`config.mk`:
```
export PLATFORM = sky130hd
export DESIGN_NAME = modular_diffusion_cipher_pass
export DESIGN_NICKNAME = d
export VERILOG_FILES = /design/src/rtl/mdc_pkg.sv /design/src/rtl/mdc_kernel.sv /design/src/rtl/modular_diffusion_cipher_pass.sv
export SDC_FILE = /design/constraint.sdc
export NUM_CORES = 1
export LEC_CHECK = 0
export BUFFER_PORTS_ARGS = -buffer_cell sky130_fd_sc_hd__buf_2
export CAP_MARGIN = 20
export CORE_MARGIN = 2
export CORE_UTILIZATION = 32
export CTS_CLUSTER_SIZE = 28
export DETAILED_ROUTE_END_ITERATION = 8
export GPL_ROUTABILITY_DRIVEN = 0
export PLACE_DENSITY = 0.46
export SLEW_MARGIN = 20
export SYNTH_ARGS = -nofsm -noshare
export SYNTH_HDL_FRONTEND = slang
export SYNTH_SLANG_ARGS = --single-unit
```
`constraint.sdc`:
```
create_clock -name i_clk -period 9 [get_ports i_clk]
set_clock_uncertainty 0.1 [all_clocks]
set_input_delay 0.9 -clock i_clk [delete_from_list [all_inputs] [get_ports i_clk]]
set_output_delay 0.9 -clock i_clk [all_outputs]
set_load 0.05 [all_outputs]
```
`src/rtl/mdc_pkg.sv`:
```
// Shared types, constants and inverse tables for the modular diffusion cipher pass.
package mdc_pkg;

    localparam int PIXEL_BITS = 8;
    localparam int LEVELS     = 1 << PIXEL_BITS;
    localparam int PRIME      = LEVELS + 1;
    localparam int ODD_COUNT  = LEVELS / 2;

    typedef logic [PIXEL_BITS-1:0] t_byte;

    // pass mode codes
    typedef enum logic [1:0] {
        MODE_ENC_FWD  = 2'd0,
        MODE_ENC_BWD  = 2'd1,
        MODE_UNDO_BWD = 2'd2,
        MODE_UNDO_FWD = 2'd3
    } t_pass_mode;

    // one input item
    typedef struct packed {
        t_byte pixel_in;
        t_byte key_mult;
        t_byte key_add;
        logic  first_item;
    } t_item;

    typedef logic [LEVELS-1:0][PIXEL_BITS-1:0]    t_tab_inv_prime;
    typedef logic [ODD_COUNT-1:0][PIXEL_BITS-1:0] t_tab_inv_odd;

    // inverse mod 257 by search, zero maps to zero
    function automatic t_tab_inv_prime f_build_inv_prime();
        t_tab_inv_prime tab;
        int a;
        int b;
        tab = '0;
        for (a = 1; a < LEVELS; a++) begin
            for (b = 1; b < LEVELS; b++) begin
                if (((a * b) % PRIME) == 1) begin
                    tab[a] = PIXEL_BITS'(b);
                end
            end
        end
        return tab;
    endfunction

    // inverse of odd values mod 256 by Newton steps; entry i serves 2*i+1
    function automatic t_tab_inv_odd f_build_inv_odd();
        t_tab_inv_odd tab;
        t_byte u;
        t_byte x;
        t_byte corr;
        logic [2*PIXEL_BITS-1:0] prod;
        int i;
        int k;
        tab = '0;
        for (i = 0; i < ODD_COUNT; i++) begin
            u = t_byte'(2 * i + 1);
            x = u;
            for (k = 0; k < 4; k++) begin
                prod = u * x;
                corr = t_byte'(2) - prod[PIXEL_BITS-1:0];
                prod = x * corr;
                x    = prod[PIXEL_BITS-1:0];
            end
            tab[i] = x;
        end
        return tab;
    endfunction

    localparam t_tab_inv_prime INV_PRIME = f_build_inv_prime();
    localparam t_tab_inv_odd   INV_ODD   = f_build_inv_odd();

endpackage

```
`src/rtl/mdc_kernel.sv`:
```
// Combinational diffusion step: key reduction, mode datapath and next chain byte.
module mdc_kernel (
    input  mdc_pkg::t_item      i_item,
    input  mdc_pkg::t_pass_mode i_mode,
    input  mdc_pkg::t_byte      i_chain,
    output mdc_pkg::t_byte      o_result,
    output mdc_pkg::t_byte      o_chain_next
);
    import mdc_pkg::*;

    t_byte                   key_m_red;
    t_byte                   key_a_red;
    t_byte                   u_odd;
    t_byte                   ch;
    t_byte                   p_xor;
    t_byte                   cur;
    t_byte                   inv_u;
    t_byte                   inv_p;
    logic [2*PIXEL_BITS-1:0] fwd_prod;
    logic [2*PIXEL_BITS-1:0] undo_prod;
    t_byte                   result;

    // reduce keys mod 255 (only all-ones wraps to zero)
    assign key_m_red = (i_item.key_mult == '1) ? '0 : i_item.key_mult;
    assign key_a_red = (i_item.key_add  == '1) ? '0 : i_item.key_add;

    // force the multiplier odd
    always_comb begin
        if (key_m_red == '0) begin
            u_odd = t_byte'(1);
        end else if (!key_m_red[0]) begin
            u_odd = key_m_red - t_byte'(1);
        end else begin
            u_odd = key_m_red;
        end
    end

    // first item of a pass skips the chaining xor
    assign ch    = i_item.first_item ? '0 : i_chain;
    assign p_xor = i_item.pixel_in ^ ch;

    // table lookups and the two multiplies
    assign inv_p     = INV_PRIME[i_item.pixel_in];
    assign inv_u     = INV_ODD[u_odd[PIXEL_BITS-1:1]];
    assign fwd_prod  = u_odd * inv_p;
    assign cur       = p_xor - key_a_red;
    assign undo_prod = inv_u * cur;

    // mode select and chain update
    always_comb begin
        unique case (i_mode)
            MODE_ENC_FWD: begin
                result       = (fwd_prod[PIXEL_BITS-1:0] + key_a_red) ^ ch;
                o_chain_next = result;
            end
            MODE_ENC_BWD: begin
                result       = ((i_item.pixel_in + u_odd) ^ key_a_red) ^ ch;
                o_chain_next = result;
            end
            MODE_UNDO_BWD: begin
                result       = (p_xor ^ key_a_red) - u_odd;
                o_chain_next = i_item.pixel_in;
            end
            MODE_UNDO_FWD: begin
                result       = INV_PRIME[undo_prod[PIXEL_BITS-1:0]];
                o_chain_next = i_item.pixel_in;
            end
            default: begin
                result       = '0;
                o_chain_next = i_chain;
            end
        endcase
    end

    assign o_result = result;

endmodule

```
`src/rtl/modular_diffusion_cipher_pass.sv`:
```
// Top level: input register, diffusion kernel, chain byte and result register.
// An item taken into the input register passes through the kernel to the result register, which drives o_pixel_out.
// Throughput: one item per clock while the output is not stalled; the chain byte loop closes through the kernel.
// Input stalls only while the input register is full and the waiting result is stalled.
// Synchronous active-low reset clears valids, pass mode (encrypt forward) and chain byte.
module modular_diffusion_cipher_pass (
    input  logic           i_clk,
    input  logic           i_rst_n,
    input  logic           i_cfg_wr_en,
    input  logic [1:0]     i_cfg_wr_data,
    input  logic           i_in_valid,
    output logic           o_in_stall,
    input  mdc_pkg::t_byte i_pixel_in,
    input  mdc_pkg::t_byte i_key_mult,
    input  mdc_pkg::t_byte i_key_add,
    input  logic           i_first_item,
    output logic           o_out_valid,
    input  logic           i_out_stall,
    output mdc_pkg::t_byte o_pixel_out
);
    import mdc_pkg::*;

    t_pass_mode r_pass_mode;
    logic       r_in_vld;
    t_item      r_item;
    t_byte      r_chain;
    logic       r_out_vld;
    t_byte      r_out_pixel;

    logic       out_free;
    logic       advance;
    logic       in_take;
    t_byte      n_result;
    t_byte      n_chain;

    // handshake control
    assign out_free   = !r_out_vld || !i_out_stall;
    assign advance    = r_in_vld && out_free;
    assign o_in_stall = r_in_vld && !out_free;
    assign in_take    = i_in_valid && !o_in_stall;

    mdc_kernel u_kernel (
        .i_item       (r_item),
        .i_mode       (r_pass_mode),
        .i_chain      (r_chain),
        .o_result     (n_result),
        .o_chain_next (n_chain)
    );

    // config register
    always_ff @(posedge i_clk) begin
        if (!i_rst_n) begin
            r_pass_mode <= MODE_ENC_FWD;
        end else if (i_cfg_wr_en) begin
            r_pass_mode <= t_pass_mode'(i_cfg_wr_data);
        end
    end

    // input register
    always_ff @(posedge i_clk) begin
        if (!i_rst_n) begin
            r_in_vld <= 1'b0;
        end else if (in_take) begin
            r_in_vld <= 1'b1;
        end else if (advance) begin
            r_in_vld <= 1'b0;
        end
    end

    always_ff @(posedge i_clk) begin
        if (in_take) begin
            r_item.pixel_in   <= i_pixel_in;
            r_item.key_mult   <= i_key_mult;
            r_item.key_add    <= i_key_add;
            r_item.first_item <= i_first_item;
        end
    end

    // chain byte, updated as each item moves to the result register
    always_ff @(posedge i_clk) begin
        if (!i_rst_n) begin
            r_chain <= '0;
        end else if (advance) begin
            r_chain <= n_chain;
        end
    end

    // result register
    always_ff @(posedge i_clk) begin
        if (!i_rst_n) begin
            r_out_vld <= 1'b0;
        end else if (out_free) begin
            r_out_vld <= r_in_vld;
        end
    end

    always_ff @(posedge i_clk) begin
        if (advance) begin
            r_out_pixel <= n_result;
        end
    end

    assign o_out_valid = r_out_vld;
    assign o_pixel_out = r_out_pixel;

endmodule

```
=== After elaboration in Yosys (flattened, before gate mapping) ===
Memories as Yosys holds them, arrays and structs flattened. A register that Yosys moved wholly into a read port is not among the register bits.
Index checks and enable logic that the tools add are counted.

* Flip-flop bits (word level): 45
* Memory bits (read-only): 5120
* Input port bits: 32
* Word-level logic and storage cells: 57
* Memories kept: 3

* $add $sub $neg: 5
* $mul: 2
* $lt $le $gt $ge: 3
* Equal/unequal tests: 5
* Multiplexer cells: 13
* Bitwise gates (word level): 5
* Reduce and logical (&&, ||, !) cells: 12

{| class="wikitable"
|+ Memories
! name !! depth !! width !! rd ports !! clocked after memory_dff !! write ports !! RTL line !! RTL
|-
| (no name shown) || 256 || 8 || 1 || 0 || 0 || mdc_kernel.sv:65 || <nowiki>result = INV_PRIME[undo_prod[PIXEL_BITS-1:0]];</nowiki>
|-
| (no name shown) || 256 || 8 || 1 || 1 || 0 || mdc_kernel.sv:43 || <nowiki>assign inv_p = INV_PRIME[i_item.pixel_in];</nowiki>
|-
| (no name shown) || 128 || 8 || 1 || 0 || 0 || mdc_kernel.sv:44 || <nowiki>assign inv_u = INV_ODD[u_odd[PIXEL_BITS-1:1]];</nowiki>
|}

{| class="wikitable"
|+ Operators with widths
! cell !! number
|-
| 8-bit 2-to-1 mux || 9
|-
| 8-bit bitwise XOR || 5
|-
| 8-bit one-hot mux with 4 select lines || 1
|-
| 8-bit one-hot mux with 3 select lines || 1
|-
| 8-bit by 9-bit less-than comparator with 1-bit output, second input constant || 2
|-
| 8-bit adder || 2
|-
| 8-bit equality test, second input constant || 2
|-
| 8-bit by 8-bit multiplier with 8-bit output || 2
|-
| 8-bit subtractor || 2
|-
| 8-bit logical NOT || 1
|-
| 7-bit by 8-bit less-than comparator with 1-bit output, second input constant || 1
|-
| 8-bit by 1-bit subtractor with 8-bit output, second input constant || 1
|-
| 2-bit equality test, second input constant || 2
|-
| 1-bit logical NOT || 4
|-
| 1-bit logical AND || 3
|-
| 2-bit by 1-bit equality test with 1-bit output, second input constant || 1
|-
| 2-bit logical NOT || 1
|-
| 1-bit 2-to-1 mux || 2
|-
| 2-bit nonzero test || 1
|-
| 2-bit OR reduction || 1
|-
| 1-bit logical OR || 1
|}

=== Depth between registers and ports, before layout ===
Gate-level depths: netlist of the first run.

* Word-level depth: 11
* Gate-level depth with buffers: 34
* Depth with buffers taken out: 31

=== Hierarchy ===
Synthesis of the first run repeated with hierarchy kept, for this count alone.

* Cells, all modules: 1701
* Area, all modules: 12044.1 µm²

{| class="wikitable"
|+ By module, submodules not included
! module !! times used !! cells an instance !! area each (µm²) !! sequential area each (µm²)
|-
| mdc_kernel || 1 || 1619 || 10575.1 || 0.0
|-
| modular_diffusion_cipher_pass || 1 || 82 || 1468.9 || 1231.2
|}

=== Worst setup path after synthesis of the first run ===
Ideal clock, no wire load.

* Path type: register to register
* Start point: register r_item[11] in the netlist's numbering
* End point: register r_out_pixel[2], in the netlist o_pixel_out[2] (data pin)
* Library setup time: 265 ps
* Data arrival time: 7563 ps
* Data required time: 8635 ps
* Path slack: 1071 ps
* Stages on the path, launching flop included: 34
* Path buffers: 3
* Clock period less this slack: 7929 ps
* Cells stage by stage: edfxtp_1 -> buf_6 -> nand4_1 -> or2_2 -> nand2_1 -> ha_1 -> clkbuf_2 -> inv_1 -> nor2_4 -> nor2_1 -> ha_1 -> inv_1 -> nor3_1 -> a211oi_1 -> o311ai_0 -> o41ai_2 -> nor4_1 -> fa_1 -> inv_1 -> fa_1 -> fa_1 -> inv_1 -> ha_1 -> nor2_1 -> a21oi_1 -> xnor3_1 -> xnor2_1 -> and3_1 -> o211a_1 -> a211o_1 -> a211o_1 -> buf_6 -> a221oi_2 -> o31ai_2

* Cells in the longest elaborated chain, start to end: 11
* Elaborated cells between the ends (all ways): 19
* Classes of those cells: add/sub: 4; mul: 2; eq/ne: 1; mux: 6; bitwise: 3; reduce/logical: 1; memory: 2

{| class="wikitable"
|+ RTL lines
! what !! RTL line !! RTL
|-
| start: declaration || modular_diffusion_cipher_pass.sv:25 || <nowiki>t_item r_item;</nowiki>
|-
| 8-bit equality test || mdc_kernel.sv:24 || <nowiki>assign key_m_red = (i_item.key_mult == '1) ? '0 : i_item.key_mult;</nowiki>
|-
| 8-bit 2-to-1 mux * || mdc_kernel.sv:24 ||
|-
| 8-bit by 1-bit subtractor with 8-bit output || mdc_kernel.sv:32 || <nowiki>u_odd = key_m_red - t_byte'(1);</nowiki>
|-
| 8-bit 2-to-1 mux || mdc_kernel.sv:31 || <nowiki>end else if (!key_m_red[0]) begin</nowiki>
|-
| 8-bit 2-to-1 mux * || mdc_kernel.sv:29 || <nowiki>if (key_m_red == '0) begin</nowiki>
|-
| memory read 128 x 8 bit || - ||
|-
| 8-bit 2-to-1 mux (implied by the code) || mdc_kernel.sv:44 ||
|-
| 8-bit by 8-bit multiplier with 8-bit output || mdc_kernel.sv:47 || <nowiki>assign undo_prod = inv_u * cur;</nowiki>
|-
| memory read 256 x 8 bit || - ||
|-
| 8-bit 2-to-1 mux (implied by the code) || mdc_kernel.sv:65 ||
|-
| 8-bit one-hot mux with 4 select lines * || mdc_kernel.sv:51 || <nowiki>unique case (i_mode)</nowiki>
|-
| net n_result[2] || modular_diffusion_cipher_pass.sv:33 || <nowiki>t_byte n_result;</nowiki>
|-
| end signal: assignment || modular_diffusion_cipher_pass.sv:99 || <nowiki>r_out_pixel <= n_result;</nowiki>
|-
| end: declaration || modular_diffusion_cipher_pass.sv:28 || <nowiki>t_byte r_out_pixel;</nowiki>
|}

Mark *: on every way through the listed nets, which the timed path passes. The rest lies on a longest branch. The select of a mux whose other input is x is not followed.
A chain may end at the register's enable or synchronous reset.

=== Worst setup path in the final report of the first run ===
* Start point: register r_item[9] in the netlist's numbering
* End point: register r_out_pixel[2], in the netlist o_pixel_out[2] (data pin)

Same word-level chain as after synthesis.

==> results of run 1 <==
[layout make-up]
class,count,area share
clock buffers,5,0.00931
repair buffers,85,0.0408
well taps,518,0.0482
multi-input cells,1468,0.768
clock inverters,3,0.00158
flip-flops and latches,53,0.104
inverters,102,0.0289
[state kept, by name, indices dropped and copies added (netlist names)]
| name | flops |
|---|---|
| r_item | 25 |
| r_pass_mode | 2 |
| o_out_valid | 1 |
| r_in_vld | 1 |
| o_pixel_out | 8 |
| r_chain | 8 |
| u_kernel.inv_p | 8 |
[critical path: cells and delay by family (launching register included)]
kind                       cells  cell delay [ps]
xor gates and xnor gates       2              580
buffers and inverters          5              680
AOI/OAI and AO/OA              9             2010
DFF                            1              560
adders and majority gates      6             2210
and+or+nand+nor                9             1970
[cell usage after synthesis (all sizes together) (13+ instances only)]
cell,count
nand2,180
a21oi,173
o21ai,161
nor2,139
clkbuf,122
ha,100
inv,98
nand3,73
o211ai,63
xnor2,46
a211oi,39
nor3,35
edfxtp,33
fa,33
a31oi,31
buf,31
o311ai,28
a311oi,27
and2,24
nand2b,21
dfxtp,20
nor2b,20
o22ai,19
mux4,17
mux2i,16
and3,15
a21boi,14
a221oi,14
xor2,14
o31ai,13
[per-stage QoR]
stage / hold slack (ps) / cells
finish: 364 / 2234
detailed placement: 361 / 2222
floorplan: 341 / 1776
global route: 403 / 2234
global placement: 360 / 2222
CTS: 371 / 2230
[placed cells by master, fill, tap and decap left out, drive strengths merged, types with 19 or more instances in the layout]
cell,synthesis,final
fa,33,33
a31oi,31,31
a211oi,39,39
nor2b,20,20
o211ai,63,63
nor3,35,35
and2,24,24
xnor2,46,46
ha,100,100
o22ai,19,19
nand2b,21,21
edfxtp,33,33
buf,31,85
o21ai,161,161
nand2,180,180
dfxtp,20,20
nand3,73,73
o311ai,28,28
inv,98,100
a311oi,27,27
nor2,139,139
a21oi,173,173
[metal layers]
metal | global-route usage | vias up | wire length, um
met2 | 0.392 | 860 | 23500
met1 | 0.349 | 6861 | 22700
met4 | 0.0910 | 2 | 2150
li1 | - | 6473 | -
met3 | 0.0291 | 151 | 4470
met5 | 0 | - | 15
[repair_timing]
item | CTS | global route
setup endpoints to repair | 0 | 8
gates resized for setup | 0 | 5
setup buffers | 0 | 4
[final timing paths]
kind	from	endpoint	slack [ps]	cells past startpoint
worst max-delay path	r_item[9]	o_pixel_out[2]	630	31
worst max register to register	r_item[9]	o_pixel_out[2]	630	31
worst min-delay path	r_chain[4]	r_chain[4]	360	2
worst min register to register	r_chain[4]	r_chain[4]	360	2
[kinds of logic after synthesis]
kind of cell,Yosys count
adder cells (fa/ha/maj),133
AO/OA/AOI/OAI,684
AND/OR/NAND/NOR,545
buffers and inverters,255
multiplexers,41
XOR/XNOR,65
flip-flops,53
==> flow_metrics.env, run 1 <==
export IMPL_worst_pin_slew_ps=1040
export IMPL_synth_cell_types=88
export IMPL_yosys_register_bits=53
export IMPL_synth_edff_count=33
export IMPL_rows=72
export IMPL_die_x_um=203
export IMPL_fin_setup_tns_ps=0
export IMPL_slew_viol_final=0
export IMPL_synth_nets=1941
export IMPL_path_class="flop to flop"
export IMPL_synth_avg_cell_area_um2=7.11
export IMPL_via_per_inst=6.42
export IMPL_drive_above_1_share=0.0915
export IMPL_synth_top_area_share=0.0991
export IMPL_dieArea_um2=41100
export IMPL_fmax_ghz=0.119
export IMPL_io_pins=42
export IMPL_synth_area_um2=12600
export IMPL_num_antenna_cells=0
export IMPL_multi_input_area_um2=10300
export IMPL_synth_async_sr_flop_share=0
export IMPL_critPathLaunchType="flop"
export IMPL_synth_seq_area_share=0.110
export IMPL_layout_setup_ws_ps=625
export IMPL_die_h_um=203
export IMPL_fillers=4151
export IMPL_antenna_left=0
export IMPL_worstPathMaxFanout=13
export IMPL_synth_top_area_cell="ha_1"
export IMPL_post_route_util=0.346
export IMPL_cts_tree="yes"
export IMPL_htreeDepth=2
export IMPL_placed_cell_area_um2=13200
export IMPL_fin_nets=1880
export IMPL_synthToLayoutAreaGrowth_pct=6.45
export IMPL_cts_buffers=5
export IMPL_portBuffers=41
export IMPL_critical_path_slowest_cell="edfxtp_1"
export IMPL_dp_hpwl_mm=37.7
export IMPL_drv_cap=0
export IMPL_synth_top_family_by_area="compound AO/OA/AOI/OAI gates"
export IMPL_cts_sinks=53
export IMPL_root_buffer="clkbuf_16"
export IMPL_relSlewSlack=0.305
export IMPL_post_synth_inst_count=1776
export IMPL_end_kind="flop"
export IMPL_finalSetupViolations=0
export IMPL_crit_arrival_ps=8330
export IMPL_wl_mm=52.8
export IMPL_fin_crit_sh=0.931
export IMPL_drt_iter0_drc=2154
export IMPL_clock_latency_ps=310
export IMPL_first_global_vias=13300
export IMPL_clk_pin_slew_ps=80
export IMPL_grt_max_degree=76
export IMPL_seq_area_um2=1390
export IMPL_drtPass1Iterations=7
export IMPL_crit_required_ps=8960
export IMPL_core_area_um2=38800
export IMPL_synthTopCellsByArea="ha_1 9.9%, edfxtp_1 7.8%, a21oi_1 6.7%"
export IMPL_status="finished, final reports clean"
export IMPL_stdcell_area_um2=13400
export IMPL_route_vias_total=14300
export IMPL_start_util=0.325
export IMPL_drc=0
export IMPL_yosys_area_share_simple=0.201
export IMPL_hold_path_class="flop to flop"
export IMPL_cts_buffer_depth=2
export IMPL_muxShareOfSynthArea=0.0501
export IMPL_synth_compound_area_frac=0.358
export IMPL_post_synth_fa_ha_maj_area_fraction=0.151
export IMPL_globalRouteOverflowTotal=0
export IMPL_ctsHoldBuffers=0
export IMPL_period_needed_ps=8370
export IMPL_max_stage_delay_ps=560
export IMPL_wire_per_inst_um=23.7
export IMPL_grt_antenna_before_repair=1
export IMPL_grt_usage=0.249
export IMPL_grt_pass1_wl_mm=80.9
export IMPL_rsz0062_at_grt="no"
export IMPL_hold_viol=0
export IMPL_post_place_ws_ps=278
export IMPL_yosys_warnings=0
export IMPL_synthXorXnorAreaFrac=0.0505
export IMPL_synth_top_flop_cell="edfxtp_1"
Power of run 1 is left out: the tool's default activity adds up to more than one toggle a clock period on the data nets, which glitch-free logic cannot reach.
==> run 2, diff against run 1 <==
Settings changed: CAP_MARGIN 20 to default, SYNTH_HIERARCHICAL from default to 1.
==> run 2 against run 1 <==
  * Non-clock buffer count grew 12
  * Synthesized area shrank 4.6%
  * Wire length down 5.8%
  * Synthesized cell count is 4.2% lower
  * Flip-flop and latch count shrank 8
  * Via count shrank 6.7%
  * Maximum frequency decreased by 0.37%
  * Register-to-register slack worse by 30 ps
  * Critical path depth decreased by 3
  * Hold slack got worse by 9.0 ps
  * Setup slack got worse by 31 ps
  * Die area is 4.5% lower
  * Largest cell class unchanged
==> flow_metrics.env, run 2 <==
export IMPL_status="finished, final reports clean"
export IMPL_num_antenna_cells=0
export IMPL_wl_mm=49.8
export IMPL_wire_per_inst_um=23.0
export IMPL_synth_edff_count=33
export IMPL_drive_above_1_share=0.102
export IMPL_grt_max_degree=121
export IMPL_fin_nets=1815
export IMPL_start_util=0.322
export IMPL_rows=71
export IMPL_crit_top_cell="ha_1"
export IMPL_ctsHoldBuffers=0
export IMPL_die_x_um=198
export IMPL_die_h_um=198
export IMPL_worst_pin_slew_ps=911
export IMPL_route_vias_total=13400
export IMPL_largest_reg_flops=25
export IMPL_drv_cap=0
export IMPL_drc=0
export IMPL_dieArea_um2=39200
export IMPL_fillers=4011
export IMPL_fin_crit_sh=0.934
export IMPL_critPathLaunchType="flop"
export IMPL_synthTopCellsByCount="191 x nand2_1, 153 x nor2_1, 137 x a21oi_1"
export IMPL_first_global_vias=12700
export IMPL_finalSetupViolations=0
export IMPL_globalRouteOverflowTotal=0
export IMPL_antenna_left=0
export IMPL_post_synth_inst_count=1701
export IMPL_yosysMostFrequentCell="nand2_1"
export IMPL_seq_area_um2=1230
export IMPL_synthTopCellsByArea="ha_1 10%, edfxtp_1 8.2%, nand2_1 6.0%"
export IMPL_io_pins=42
export IMPL_path_class="flop to flop"
export IMPL_drt_iter0_drc=1738
export IMPL_grt_usage=0.251
export IMPL_synthToLayoutAreaGrowth_pct=7.56
export IMPL_clock_latency_ps=320
export IMPL_synth_top_area_share=0.102
export IMPL_synth_nets=1862
export IMPL_synth_avg_cell_area_um2=7.08
export IMPL_synth_seq_area_share=0.102
export IMPL_crit_required_ps=8970
export IMPL_mostFrequentLayoutCell="nand2_1"
export IMPL_cts_sinks=45
export IMPL_clk_pin_slew_ps=80
export IMPL_cts_tree="yes"
export IMPL_fin_setup_tns_ps=0
export IMPL_via_per_inst=6.18
export IMPL_period_needed_ps=8410
export IMPL_synth_top_flop_cell="edfxtp_1"
export IMPL_drtPass1Iterations=6
export IMPL_layout_common_cells="191 x nand2_1, 153 x nor2_1, 137 x a21oi_1, 119 x o21ai_0, 95 x ha_1"
export IMPL_yosys_register_bits=45
export IMPL_relSlewSlack=0.392
export IMPL_root_buffer="clkbuf_16"
export IMPL_cts_buffer_depth=2
export IMPL_end_kind="flop"
export IMPL_rsz0062_at_grt="no"
export IMPL_crit_arrival_ps=8370
export IMPL_htreeDepth=2
export IMPL_core_area_um2=37400
export IMPL_cts_buffers=5
export IMPL_grt_pass1_wl_mm=76.2
export IMPL_grt_antenna_before_repair=1
export IMPL_dp_hpwl_mm=36.5
export IMPL_hold_viol=0
export IMPL_fmax_ghz=0.119
export IMPL_synth_top_area_cell="ha_1"
export IMPL_yosys_warnings=6
export IMPL_synth_area_um2=12000
export IMPL_multi_input_area_um2=9900
export IMPL_worstPathMaxFanout=19
export IMPL_synth_cell_types=86
export IMPL_slew_viol_final=0
export IMPL_max_stage_delay_ps=530
export IMPL_regMostFlops="r_item"
export IMPL_critical_path_slowest_cell="fa_1"
export IMPL_synth_async_sr_flop_share=0
export IMPL_hold_path_class="flop to flop"
export IMPL_portBuffers=41
## run 2: kinds of logic after synthesis
| logic type | Yosys count | synth area share |
|---|---|---|
| compound gates | 577 | 0.321 |
| fa+ha+maj | 130 | 0.154 |
| mux | 49 | 0.0588 |
| buf+inv | 251 | 0.0812 |
| simple gates | 575 | 0.221 |
| flops | 45 | 0.102 |
| xor+xnor | 74 | 0.0614 |
## run 2: timing repair
action                     4_1_cts  5_1_grt
setup buffers                    0        2
setup endpoints to repair        0        8
gates resized for setup          0        7
## run 2: layout make-up
type | count | area share
Inverter | 100 | 0.0292
Clock buffer | 6 | 0.0107
Timing Repair Buffer | 97 | 0.0502
Multi-Input combinational cell | 1405 | 0.764
Sequential cell | 45 | 0.0950
Tap cell | 511 | 0.0494
Clock inverter | 2 | 0.00106
## run 2: final timing paths
check,startpoint,end,slack (ps),depth (start not counted)
worst max-delay path,r_item[11],o_pixel_out[5],590,28
worst min register to register,r_chain[6],r_chain[6],360,2
worst min-delay path,r_chain[6],r_chain[6],360,2
worst max register to register,r_item[11],o_pixel_out[5],590,28
## run 2: per-layer routing
layer  part of all wire  vias to the layer above  GRT usage
met5            0.00022                        -          0
met4              0.040                        2     0.0950
met3              0.076                      121     0.0242
met2               0.45                      709      0.405
met1               0.43                     6420      0.345
li1                   -                     6139          -
## run 2: through the flow
step,area (um2),setup WS (ps),hold slack (ps),utilization,cells
global placement,12800,558,340,0.342,2156
CTS,12900,318,358,0.346,2164
finish,13000,594,355,0.346,2166
floorplan,12000,827,330,-,1701
global route,13000,61.8,378,0.346,2166
detailed placement,12800,330,343,0.342,2156
## run 2: critical path: cells and delay by family, from the launching register on
kind	cells	cell delay, ps
xor+xnor	6	1580
fa+ha+maj	6	2280
buf+inv	4	390
compound gates	6	1520
flops	1	510
simple gates	5	1530
mux	1	220
Power of run 2 is left out for the same reason.
